**src/hdl/accc_pkg.sv**
```systemverilog
// Shared types and constants for the aspect-ratio center crop calculator.
`default_nettype none

package accc_pkg;

  localparam int unsigned DimBits   = 16;
  localparam int unsigned ProdBits  = 2 * DimBits;
  localparam int unsigned DivSteps  = DimBits;
  // multiply, compare, one stage per quotient bit, size/remove, split
  localparam int unsigned Latency   = DivSteps + 4;
  localparam int unsigned ShiftBits = 2;
  localparam int unsigned AddrBits  = 4;
  localparam int unsigned DataBits  = 32;
  localparam int unsigned RegIdxBits = 2;

  localparam logic [RegIdxBits-1:0] RegTargetW = 2'd0;
  localparam logic [RegIdxBits-1:0] RegTargetH = 2'd1;
  localparam logic [RegIdxBits-1:0] RegShiftX  = 2'd2;
  localparam logic [RegIdxBits-1:0] RegShiftY  = 2'd3;

  typedef logic [DimBits-1:0]  dim_t;
  typedef logic [ProdBits-1:0] prod_t;

  typedef enum logic [1:0] {
    MODE_EQUAL = 2'b00,
    MODE_WIDE  = 2'b01,
    MODE_TALL  = 2'b10
  } mode_e;

  typedef struct packed {
    dim_t                 tw;
    dim_t                 th;
    logic [ShiftBits-1:0] sx;
    logic [ShiftBits-1:0] sy;
  } cfg_t;

  typedef struct packed {
    dim_t  w;
    dim_t  h;
    mode_e mode;
    logic  zero;
  } side_t;

  typedef struct packed {
    dim_t left_px;
    dim_t right_px;
    dim_t top_px;
    dim_t bottom_px;
    dim_t width;
    dim_t height;
    logic status;
  } res_t;

endpackage

`default_nettype wire

```
**src/hdl/aspect_center_crop_calc_core.sv**
```systemverilog
// Top level: register port, cross-product stage, divider and crop split.
//
//  channel   signals                                  direction  handshake
//  request   start, frame_width_i, frame_height_i     in         start && !busy
//  result    crop_*_px_o, cropped_*_o, status_o       out        done_o, one cycle
//  config    psel/penable/pwrite/paddr/pwdata         in         APB, pready tied high
//
// One request per cycle while busy is low; each result follows its request through
// registered multiply and compare stages, 16 divider stages of one quotient bit
// each, then size and split stages. busy is high only while in reset and
// the cycle after. Results cannot be held off; the pipeline never stalls.
`default_nettype none

module aspect_center_crop_calc_core import accc_pkg::*; (
  input  wire  logic                clk_i,
  input  wire  logic                rst_ni,
  input  wire  logic                start,
  output logic                      busy,
  input  wire  logic [DimBits-1:0]  frame_width_i,
  input  wire  logic [DimBits-1:0]  frame_height_i,
  output logic                      done_o,
  output logic [DimBits-1:0]        crop_left_px_o,
  output logic [DimBits-1:0]        crop_right_px_o,
  output logic [DimBits-1:0]        crop_top_px_o,
  output logic [DimBits-1:0]        crop_bottom_px_o,
  output logic [DimBits-1:0]        cropped_width_o,
  output logic [DimBits-1:0]        cropped_height_o,
  output logic                      status_o,
  input  wire  logic                psel,
  input  wire  logic                penable,
  input  wire  logic                pwrite,
  input  wire  logic [AddrBits-1:0] paddr,
  input  wire  logic [DataBits-1:0] pwdata,
  output logic [DataBits-1:0]       prdata,
  output logic                      pready
);

  cfg_t cfg_q;
  logic busy_q;
  logic wr_en;
  logic [RegIdxBits-1:0] reg_idx;

  assign pready  = 1'b1;
  assign wr_en   = psel && penable && pwrite && pready;
  assign reg_idx = paddr[AddrBits-1:2];

  always_ff @(posedge clk_i or negedge rst_ni) begin
    if (!rst_ni) begin
      cfg_q.tw <= dim_t'(1);
      cfg_q.th <= dim_t'(1);
      cfg_q.sx <= ShiftBits'(1);
      cfg_q.sy <= ShiftBits'(1);
      busy_q   <= 1'b1;
    end else begin
      busy_q <= 1'b0;
      if (wr_en) begin
        unique case (reg_idx)
          RegTargetW: cfg_q.tw <= pwdata[DimBits-1:0];
          RegTargetH: cfg_q.th <= pwdata[DimBits-1:0];
          RegShiftX:  cfg_q.sx <= pwdata[ShiftBits-1:0];
          RegShiftY:  cfg_q.sy <= pwdata[ShiftBits-1:0];
          default:    cfg_q.tw <= cfg_q.tw;
        endcase
      end
    end
  end

  always_comb begin
    unique case (reg_idx)
      RegTargetW: prdata = DataBits'(cfg_q.tw);
      RegTargetH: prdata = DataBits'(cfg_q.th);
      RegShiftX:  prdata = DataBits'(cfg_q.sx);
      RegShiftY:  prdata = DataBits'(cfg_q.sy);
      default:    prdata = '0;
    endcase
  end

  assign busy = busy_q;

  logic  xp_valid;
  prod_t xp_dividend;
  dim_t  xp_divisor;
  side_t xp_side;

  accc_xprod u_xprod (
    .clk_i          (clk_i),
    .rst_ni         (rst_ni),
    .valid_i        (start && !busy_q),
    .frame_width_i  (frame_width_i),
    .frame_height_i (frame_height_i),
    .cfg_i          (cfg_q),
    .valid_o        (xp_valid),
    .dividend_o     (xp_dividend),
    .divisor_o      (xp_divisor),
    .side_o         (xp_side)
  );

  logic  dv_valid;
  dim_t  dv_quot;
  side_t dv_side;

  accc_div u_div (
    .clk_i      (clk_i),
    .rst_ni     (rst_ni),
    .valid_i    (xp_valid),
    .dividend_i (xp_dividend),
    .divisor_i  (xp_divisor),
    .side_i     (xp_side),
    .valid_o    (dv_valid),
    .quot_o     (dv_quot),
    .side_o     (dv_side)
  );

  res_t res;

  accc_split u_split (
    .clk_i   (clk_i),
    .rst_ni  (rst_ni),
    .valid_i (dv_valid),
    .quot_i  (dv_quot),
    .side_i  (dv_side),
    .cfg_i   (cfg_q),
    .valid_o (done_o),
    .res_o   (res)
  );

  assign crop_left_px_o   = res.left_px;
  assign crop_right_px_o  = res.right_px;
  assign crop_top_px_o    = res.top_px;
  assign crop_bottom_px_o = res.bottom_px;
  assign cropped_width_o  = res.width;
  assign cropped_height_o = res.height;
  assign status_o         = res.status;

endmodule

`default_nettype wire

```
**src/hdl/accc_xprod.sv**
```systemverilog
// Cross-product stage and aspect compare: picks dividend and divisor.
`default_nettype none

module accc_xprod import accc_pkg::*; (
  input  wire  logic  clk_i,
  input  wire  logic  rst_ni,
  input  wire  logic  valid_i,
  input  wire  dim_t  frame_width_i,
  input  wire  dim_t  frame_height_i,
  input  wire  cfg_t  cfg_i,
  output logic        valid_o,
  output prod_t       dividend_o,
  output dim_t        divisor_o,
  output side_t       side_o
);

  logic  v1_q;
  prod_t src_q, dst_q;
  dim_t  w_q, h_q;
  logic  zero_q;

  logic  v2_q;
  prod_t dividend_q;
  dim_t  divisor_q;
  side_t side_q;

  always_ff @(posedge clk_i or negedge rst_ni) begin
    if (!rst_ni) begin
      v1_q <= 1'b0;
      v2_q <= 1'b0;
    end else begin
      v1_q <= valid_i;
      v2_q <= v1_q;
    end
  end

  always_ff @(posedge clk_i) begin
    src_q  <= prod_t'(frame_width_i) * prod_t'(cfg_i.th);
    dst_q  <= prod_t'(cfg_i.tw) * prod_t'(frame_height_i);
    w_q    <= frame_width_i;
    h_q    <= frame_height_i;
    zero_q <= (frame_width_i == '0) || (frame_height_i == '0) ||
              (cfg_i.tw == '0) || (cfg_i.th == '0);
  end

  mode_e mode_d;

  always_comb begin
    if (src_q > dst_q) begin
      mode_d = MODE_WIDE;
    end else if (src_q < dst_q) begin
      mode_d = MODE_TALL;
    end else begin
      mode_d = MODE_EQUAL;
    end
  end

  // too wide: new width = h*tw/th; too tall: new height = w*th/tw
  always_ff @(posedge clk_i) begin
    dividend_q  <= (mode_d == MODE_WIDE) ? dst_q : src_q;
    divisor_q   <= (mode_d == MODE_WIDE) ? cfg_i.th : cfg_i.tw;
    side_q.w    <= w_q;
    side_q.h    <= h_q;
    side_q.mode <= mode_d;
    side_q.zero <= zero_q;
  end

  assign valid_o    = v2_q;
  assign dividend_o = dividend_q;
  assign divisor_o  = divisor_q;
  assign side_o     = side_q;

endmodule

`default_nettype wire

```
**src/hdl/accc_div.sv**
```systemverilog
// Pipelined restoring divider, one quotient bit per stage.
`default_nettype none

module accc_div import accc_pkg::*; (
  input  wire  logic  clk_i,
  input  wire  logic  rst_ni,
  input  wire  logic  valid_i,
  input  wire  prod_t dividend_i,
  input  wire  dim_t  divisor_i,
  input  wire  side_t side_i,
  output logic        valid_o,
  output dim_t        quot_o,
  output side_t       side_o
);

  // Quotient is known to fit DimBits, so the upper half of the dividend
  // is already below the divisor and serves as the starting remainder.
  logic  vld  [DivSteps+1];
  dim_t  rem  [DivSteps+1];
  dim_t  num  [DivSteps+1];
  dim_t  quo  [DivSteps+1];
  dim_t  dvs  [DivSteps+1];
  side_t side [DivSteps+1];

  assign vld[0]  = valid_i;
  assign rem[0]  = dividend_i[ProdBits-1:DimBits];
  assign num[0]  = dividend_i[DimBits-1:0];
  assign quo[0]  = '0;
  assign dvs[0]  = divisor_i;
  assign side[0] = side_i;

  for (genvar k = 0; k < DivSteps; k++) begin : g_step
    logic [DimBits+1:0] diff;
    logic               take;

    assign diff = {1'b0, rem[k], num[k][DimBits-1]} - {2'b00, dvs[k]};
    assign take = !diff[DimBits+1];

    always_ff @(posedge clk_i or negedge rst_ni) begin
      if (!rst_ni) begin
        vld[k+1] <= 1'b0;
      end else begin
        vld[k+1] <= vld[k];
      end
    end

    always_ff @(posedge clk_i) begin
      rem[k+1]  <= take ? diff[DimBits-1:0] : {rem[k][DimBits-2:0], num[k][DimBits-1]};
      num[k+1]  <= {num[k][DimBits-2:0], 1'b0};
      quo[k+1]  <= {quo[k][DimBits-2:0], take};
      dvs[k+1]  <= dvs[k];
      side[k+1] <= side[k];
    end
  end

  assign valid_o = vld[DivSteps];
  assign quot_o  = quo[DivSteps];
  assign side_o  = side[DivSteps];

endmodule

`default_nettype wire

```
**src/hdl/accc_split.sv**
```systemverilog
// Cropped size, removed amount and aligned leading/trailing split.
`default_nettype none

module accc_split import accc_pkg::*; (
  input  wire  logic  clk_i,
  input  wire  logic  rst_ni,
  input  wire  logic  valid_i,
  input  wire  dim_t  quot_i,
  input  wire  side_t side_i,
  input  wire  cfg_t  cfg_i,
  output logic        valid_o,
  output res_t        res_o
);

  logic                 va_q;
  dim_t                 removed_q, cw_q, ch_q;
  mode_e                mode_q;
  logic                 zero_q;
  logic [ShiftBits-1:0] shift_q;

  logic vb_q;
  res_t res_q;

  always_ff @(posedge clk_i or negedge rst_ni) begin
    if (!rst_ni) begin
      va_q <= 1'b0;
      vb_q <= 1'b0;
    end else begin
      va_q <= valid_i;
      vb_q <= va_q;
    end
  end

  dim_t qf;
  dim_t removed_d, cw_d, ch_d;
  logic [ShiftBits-1:0] shift_d;

  always_comb begin
    qf        = (quot_i == '0) ? dim_t'(1) : quot_i;
    removed_d = '0;
    cw_d      = side_i.w;
    ch_d      = side_i.h;
    shift_d   = cfg_i.sx;
    unique case (side_i.mode)
      MODE_WIDE: begin
        removed_d = side_i.w - qf;
        cw_d      = qf;
      end
      MODE_TALL: begin
        removed_d = side_i.h - qf;
        ch_d      = qf;
        shift_d   = cfg_i.sy;
      end
      default: begin
        removed_d = '0;
      end
    endcase
    if (side_i.zero) begin
      removed_d = '0;
      cw_d      = '0;
      ch_d      = '0;
    end
  end

  always_ff @(posedge clk_i) begin
    removed_q <= removed_d;
    cw_q      <= cw_d;
    ch_q      <= ch_d;
    mode_q    <= side_i.mode;
    zero_q    <= side_i.zero;
    shift_q   <= shift_d;
  end

  // leading crop: multiple of the alignment nearest half, ties go up if it fits
  dim_t               align, half, lo, lead, trail;
  logic [DimBits:0]   hi, up_gap, dn_gap;
  res_t               res_d;

  always_comb begin
    align  = dim_t'(1) << shift_q;
    half   = removed_q >> 1;
    lo     = half & ~(align - dim_t'(1));
    hi     = {1'b0, lo} + {1'b0, align};
    up_gap = hi - {1'b0, half};
    dn_gap = {1'b0, half} - {1'b0, lo};
    lead   = ((hi <= {1'b0, removed_q}) && (up_gap <= dn_gap)) ? hi[DimBits-1:0] : lo;
    trail  = removed_q - lead;

    res_d             = '0;
    res_d.width       = cw_q;
    res_d.height      = ch_q;
    res_d.status      = zero_q;
    if (!zero_q) begin
      unique case (mode_q)
        MODE_WIDE: begin
          res_d.left_px  = lead;
          res_d.right_px = trail;
        end
        MODE_TALL: begin
          res_d.top_px    = lead;
          res_d.bottom_px = trail;
        end
        default: begin
          res_d.left_px = '0;
        end
      endcase
    end
  end

  always_ff @(posedge clk_i) begin
    res_q <= res_d;
  end

  assign valid_o = vb_q;
  assign res_o   = res_q;

endmodule

`default_nettype wire

```
**config.mk**
```make
export PLATFORM = sky130hd
export DESIGN_NAME = aspect_center_crop_calc_core
export DESIGN_NICKNAME = d
export VERILOG_FILES = /design/src/hdl/accc_pkg.sv /design/src/hdl/aspect_center_crop_calc_core.sv /design/src/hdl/accc_xprod.sv /design/src/hdl/accc_div.sv /design/src/hdl/accc_split.sv
export SDC_FILE = /design/constraint.sdc
export NUM_CORES = 2
export LEC_CHECK = 0
export BUFFER_PORTS_ARGS = -buffer_cell sky130_fd_sc_hd__buf_2
export CAP_MARGIN = 20
export CORE_UTILIZATION = 40
export CTS_CLUSTER_SIZE = 28
export DETAILED_ROUTE_END_ITERATION = 16
export GPL_TIMING_DRIVEN = 0
export HOLD_SLACK_MARGIN = 0.02
export PLACE_DENSITY = 0.63
export RECOVER_POWER = 100
export SLEW_MARGIN = 5
export SYNTH_ARGS = -nofsm -noshare
export SYNTH_HDL_FRONTEND = slang
export SYNTH_SLANG_ARGS = --single-unit
```
**constraint.sdc**
```tcl
create_clock -name clk_i -period 10.8 [get_ports clk_i]
set_input_delay 0 -clock clk_i [delete_from_list [all_inputs] [get_ports clk_i]]
set_output_delay 0 -clock clk_i [all_outputs]
set_load 0.005 [all_outputs]
```
Yosys cells after proc, flatten, opt, wreduce, memory -nomap -nowiden:

Index checks and enable logic that the tools add are counted.

* register bits after elaboration: 1683

* add/subtract/negate cells: 23
* multiply operators: 2
* order comparisons: 4
* equality and inequality tests: 8
* shift operators: 1
* muxes and demuxes: 26
* bitwise operators: 4
* reduce and logical (&&, ||, !) cells: 36

Operators with widths (number)
* two-way mux 16 bit: 20
* subtractor 17 x 16 -> 18 bit: 16
* case mux 32 bit (4 select lines): 1
* logical NOT 16 bit: 5
* multiplier 16 x 16 -> 32 bit: 2
* subtractor 16 bit: 3
* > comparator 32 bit: 1
* < comparator 32 bit: 1
* two-way mux 32 bit: 1
* case mux 16 bit (2 select lines): 1
* adder 16 x 16 -> 17 bit: 1
* less-or-equal comparator 17 x 16 -> 1 bit: 1
* less-or-equal comparator 17 bit: 1
* logical NOT 1 bit: 17
* subtractor 15 x 16 -> 17 bit: 1
* subtractor 17 x 15 -> 17 bit: 1
* bitwise AND 15 x 16 -> 16 bit: 1
* inverter 16 bit: 1
* left shift 1 x 2 -> 16 bit (first input constant): 1
* subtractor 16 x 1 -> 16 bit (second input constant): 1
* equality test 2 x 1 -> 1 bit (second input constant): 4
* equality test 2 bit (second input constant): 4
* AND reduction 2 bit: 4
* two-way mux 2 bit: 3
* 5 further kinds: 12

Logic depth before layout (Yosys ltp):

* depth after elaboration: 10
* gate-level depth with buffers: 44

Modules after synthesis:

From an unflattened synthesis, not the netlist that was laid out.

* cell total of the unflattened synthesis: 6894
* area total of the unflattened synthesis: 74206.2 um^2

Modules (own cells, without submodules)
* accc_div: times used 1, cells each 3497, area an instance 42081.6 um^2, sequential area each 26345.3 um^2
* accc_xprod: times used 1, cells each 2357, area an instance 22246.3 um^2, sequential area each 3653.5 um^2
* accc_split: times used 1, cells each 903, area an instance 8020.2 um^2, sequential area each 3052.9 um^2
* aspect_center_crop_calc_core: times used 1, cells each 137, area an instance 1858.0 um^2, sequential area each 932.1 um^2

Least setup slack after synthesis:

Ideal clock, no wire load.

* path kind: flip-flop to flip-flop
* from: register u_split.shift_q[1]
* to: register u_split.res_q, in the netlist u_split.res_o[79]
* setup time: 0.127 ns
* arrival time: 8.177 ns
* data required time: 10.673 ns
* slack: 2.496 ns
* cell stages (with the launch flop): 42
* path buffers: 3
* period minus slack after synthesis: 8.304 ns
* path through: dfxtp_1 buf_2 nor2_1 inv_1 ha_1 and4b_1 o31ai_1 o32ai_4 xnor2_1 ha_1 inv_1 o21ai_0 a21oi_1 o21ai_0 a21oi_1 o21bai_1 a21oi_1 o21ai_0 [6 not listed] o221ai_1 a22o_1 nor2_1 buf_2 buf_1 nor2_1 o21ai_0 inv_1 ha_1 fa_1 or4_4 a311oi_2 a21oi_1 a21oi_2 o21ai_1 o21ai_2 xnor2_1 nor2_1

* cells in the longest elaborated chain, start to end: 10
* elaborated cells between the ends (all ways): 12
* those cells by class: add/sub: 5; order compare: 2; shift: 1; mux: 1; bitwise: 2; reduce/logical: 1

RTL lines
* start: declaration: line accc_split.sv:19 `logic [ShiftBits-1:0] shift_q;`
* start signal: assignment: line accc_split.sv:71 `shift_q <= shift_d;`
* left shift 1 x 2 -> 16 bit (*): line accc_split.sv:80 `align = dim_t'(1) << shift_q;`
* subtractor 16 x 1 -> 16 bit: line accc_split.sv:82 `lo = half & ~(align - dim_t'(1));`
* inverter 16 bit: line accc_split.sv:82
* bitwise AND 15 x 16 -> 16 bit: line accc_split.sv:82
* adder 16 x 16 -> 17 bit: line accc_split.sv:83 `hi = {1'b0, lo} + {1'b0, align};`
* subtractor 17 x 15 -> 17 bit: line accc_split.sv:84 `up_gap = hi - {1'b0, half};`
* less-or-equal comparator 17 bit: line accc_split.sv:86 `lead = ((hi <= {1'b0, removed_q}) && (up_gap <= dn_gap)) ? hi[DimBits-1:0] : lo;`
* logical AND 1 bit: line accc_split.sv:86
* two-way mux 16 bit (*): line accc_split.sv:86
* net u_split.lead[0]: line accc_split.sv:75 `dim_t align, half, lo, lead, trail;`
* subtractor 16 bit (*): line accc_split.sv:87 `trail = removed_q - lead;`
* end signal: assignment: line accc_split.sv:111 `res_q <= res_d;`
* end: declaration: line accc_split.sv:22 `res_t res_q;`

Mark *: on every way through the listed nets, which the timed path passes. The rest lies on a longest branch.
A chain may end at the register's enable or synchronous reset.

Worst setup path in the final report:

* from: register u_split.shift_q[1]
* to: register u_split.res_q, in the netlist u_split.res_o[48]

Same word-level chain as after synthesis.

==> results_dict.tcl <==
set metrics [dict create \
    cp_top_family "compound AO/OA/AOI/OAI gates" \
    min_path_type "primary input to flip-flop" \
    portBuffers 168 \
    antenna_found_initial 8 \
    r2r_end "u_split.res_o[48]" \
    drive_gt1_share_pct 8.51 \
    cts_buffers 164 \
    ff2ff_path_depth 40 \
    area_growth_syn_to_layout_pct 14.8 \
    fin_skew_ps 34.9 \
    finalHoldViolations 0 \
    post_cts_buffers 0 \
    rows 155 \
    clk_pin_slew_worst_paths_ps 60 \
    clock_latency_ps 800 \
    period_share_pct 93.4 \
    nets 8332 \
    fmax_ghz 0.0991 \
    start_kind "flip-flop" \
    worst_slew_pin_slew_ps 1980 \
    pin_count 206 \
    dpl.cell_count 9370 \
    grt_remaining_overflow 0 \
    ant_nets 0 \
    synth_cells 6825 \
    yosysUniqueCellTypes 95 \
    rrSetupSlack_ps 710 \
    grt_pass1_vias 48100 \
    viasPerCell 4.76 \
    grtUsageTotal_pct 17.6 \
    final_max_slew_viol_count 37 \
    post_synth.cell_area_avg_um2 10.5 \
    drt_pass1_iterations 7 \
    final_cells 9777 \
    cts-root-buf "clkbuf_16" \
    cts_tree "done" \
    wl_per_cell_um 16.1 \
    violations "capacitance limit, slew limit" \
    synth_warnings 0 \
    synth_top_area_share_pct 45.2 \
    hold_start "frame_height_i[2]" \
    synthFlopType "dfxtp_1" \
    dieArea_um2 182000 \
    start_util_pct 40.3 \
    drtIter0Drc 2158 \
    crit_fanout 10 \
    gp_congestion 0.900 \
    synth.largest_area_cell "dfxtp_1" \
    place_area_um2 75800 \
    synth-seq-area-share_pct 47.2 \
    setup_violations 0 \
    cts_max_level 4 \
    synth-seq-cells 1683 \
    fp.dieH_um 426 \
    yosys-top-cells-area "dfxtp_1 (45%), fa_1 (11%), ha_1 (9.9%)" \
    max_cap_viol_count 1 \
    relSlewSlack_pct -31.9 \
    core-area_um2 179000 \
    hold-path-cell-count 2 \
    grt_pass1_wl_mm 252 \
    cp_slowest_cell "a22oi_2" \
    die_w_um 426 \
    num_vias 46600 \
    pre_cts_ws_ps 25.6 \
    wl_mm 158 \
    finalCriticalPeriod_ps 10090 \
    cts_sinks 1683 \
    grt_max_degree 37 \
    synth-edff-count 0 \
    final_area_um2 82600 \
    fin_tns_setup_ps 0 \
    clockBufferDepth 3 \
    endpoint_kind "flip-flop" \
    rsz0062_at_grt "no" \
    slowest_delay_ps 550 \
    netlist_area_um2 71900 \
    cp.arrival_ps 10740 \
    dpl.hpwl_mm 121 \
    drc 0 \
    rr_startpoint "u_split.shift_q[1]" \
    min_to "u_xprod.h_q[2]" \
    crit_buf_inv 7 \
    run_status "finished, violations left" \
    path_class "flip-flop to flip-flop" \
    timing.final.ws_setup_ps 712 \
    synthArstFlopShare_pct 3.39 \
    required_ps 11450 \
]
[placed cells by master, fill, tap and decap left out, types with 36 or more instances in the layout]
master	count
clkbuf_16	166
nand2b_1	42
o21ai_0	244
ha_1	570
mux2_2	214
fa_1	406
nor2b_1	72
nor2_1	469
dfxtp_1	1626
nand2_1	547
a21oi_1	180
and2_1	176
nor3_1	100
clkbuf_1	311
clkbuf_8	36
xor2_1	40
dlygate4sd3_1	100
a21boi_0	87
nand3_1	51
xnor2_1	159
a211oi_1	43
buf_2	63
inv_1	994
mux2i_1	73
dfrtp_1	52
a21o_1	45
[worst max-delay path by stage]
stage | from | cells past startpoint | end | slack (ps)
floorplan | u_split.shift_q[1] | 41 | u_split.res_o[79] | 2500
global placement | u_split.shift_q[0] | 42 | u_split.res_o[79] | 90
detailed placement | u_split.shift_q[0] | 42 | u_split.res_o[47] | 30
CTS | u_split.shift_q[0] | 41 | u_split.res_o[47] | 280
global route | u_split.shift_q[0] | 41 | u_split.res_o[47] | 60
finish | u_split.shift_q[1] | 40 | u_split.res_o[48] | 710
[metrics by stage]
step / hold WS, ps / utilization, %
2_1_floorplan: -296 / -
3_3_place_gp: 136 / 42.4
3_5_place_dp: 3.42 / 42.5
4_1_cts: 22.7 / 46.3
5_1_grt: 250 / 46.2
6_report: 246 / 46.2
[state kept, by name (all words and copies together), names as in the netlist, 32 cells and up]
register / flops
cfg_q: 36
u_div.dvs: 240
u_div.num: 120
u_div.quo: 120
u_div.rem: 240
u_div.side: 525
u_div.side_o: 35
u_split.res_o: 97
u_xprod.dividend_o: 32
u_xprod.dst_q: 32
u_xprod.side_o: 35
u_xprod.src_q: 32
[cell usage after synthesis, types with 22 or more instances]
library cell,instances
and3_1,34
mux2_2,234
dfrtp_1,52
nor4_1,28
nand3_1,51
inv_1,994
and2_1,184
xnor2_1,159
clkbuf_1,161
o21ai_0,242
mux2i_1,73
o21a_1,29
nand2b_1,42
nand2_1,547
a21o_1,45
xor2_1,40
nor2_1,469
a211oi_1,43
or3_1,28
ha_1,570
nor2b_1,72
o31ai_1,28
a21boi_0,84
fa_1,406
nand4_1,34
a21oi_1,180
nor3_1,101
a31oi_1,22
dfxtp_1,1626
[routing by layer]
layer / up-vias / wire length [um] / part of all wire [%] / global-route usage (%)
met3: 329 / 7260 / 4.6 / 3.24
met4: 2 / 7130 / 4.5 / 7.68
met5: - / 13 / 0.0082 / 0
li1: 22900 / - / - / -
met1: 22300 / 65000 / 41 / 20.3
met2: 1045 / 78400 / 50 / 31.5
[area by class of cell]
cell class | count | area, um2
clock buffer | 230 | 4750
buffer | 201 | 840
antenna | 3 | 7.51
clock inverter | 73 | 1120
timing repair buffer | 271 | 1740
inverter | 999 | 3750
sequential | 1683 | 34000
fill | 16500 | 96100
tap | 2355 | 2950
multi-input combinational | 3962 | 33400
[kinds of logic (layout without fill, tap and decap cells)]
logic type | count (synthesis) | after routing | synth area share [%]
flip-flops | 1683 | 1683 | 47.2
AND/OR/NAND/NOR | 1629 | 1629 | 10.5
buffers and inverters | 1201 | 1774 | 6.40
adder cells (fa/ha/maj) | 976 | 976 | 21.2
AO/OA/AOI/OAI | 826 | 826 | 7.51
multiplexers | 309 | 309 | 4.74
XOR/XNOR | 199 | 199 | 2.42
other | 2 | 26 | 0.0104
[timing repair]
item | in CTS | in global routing
hold buffers | 100 | 0
setup endpoints to repair | 2 | 11
endpoints found under the hold margin | 132 | 0
gates resized for setup | 0 | 5
Power is left out: the tool's default activity adds up to more than one toggle a clock period on the data nets, which glitch-free logic cannot reach.
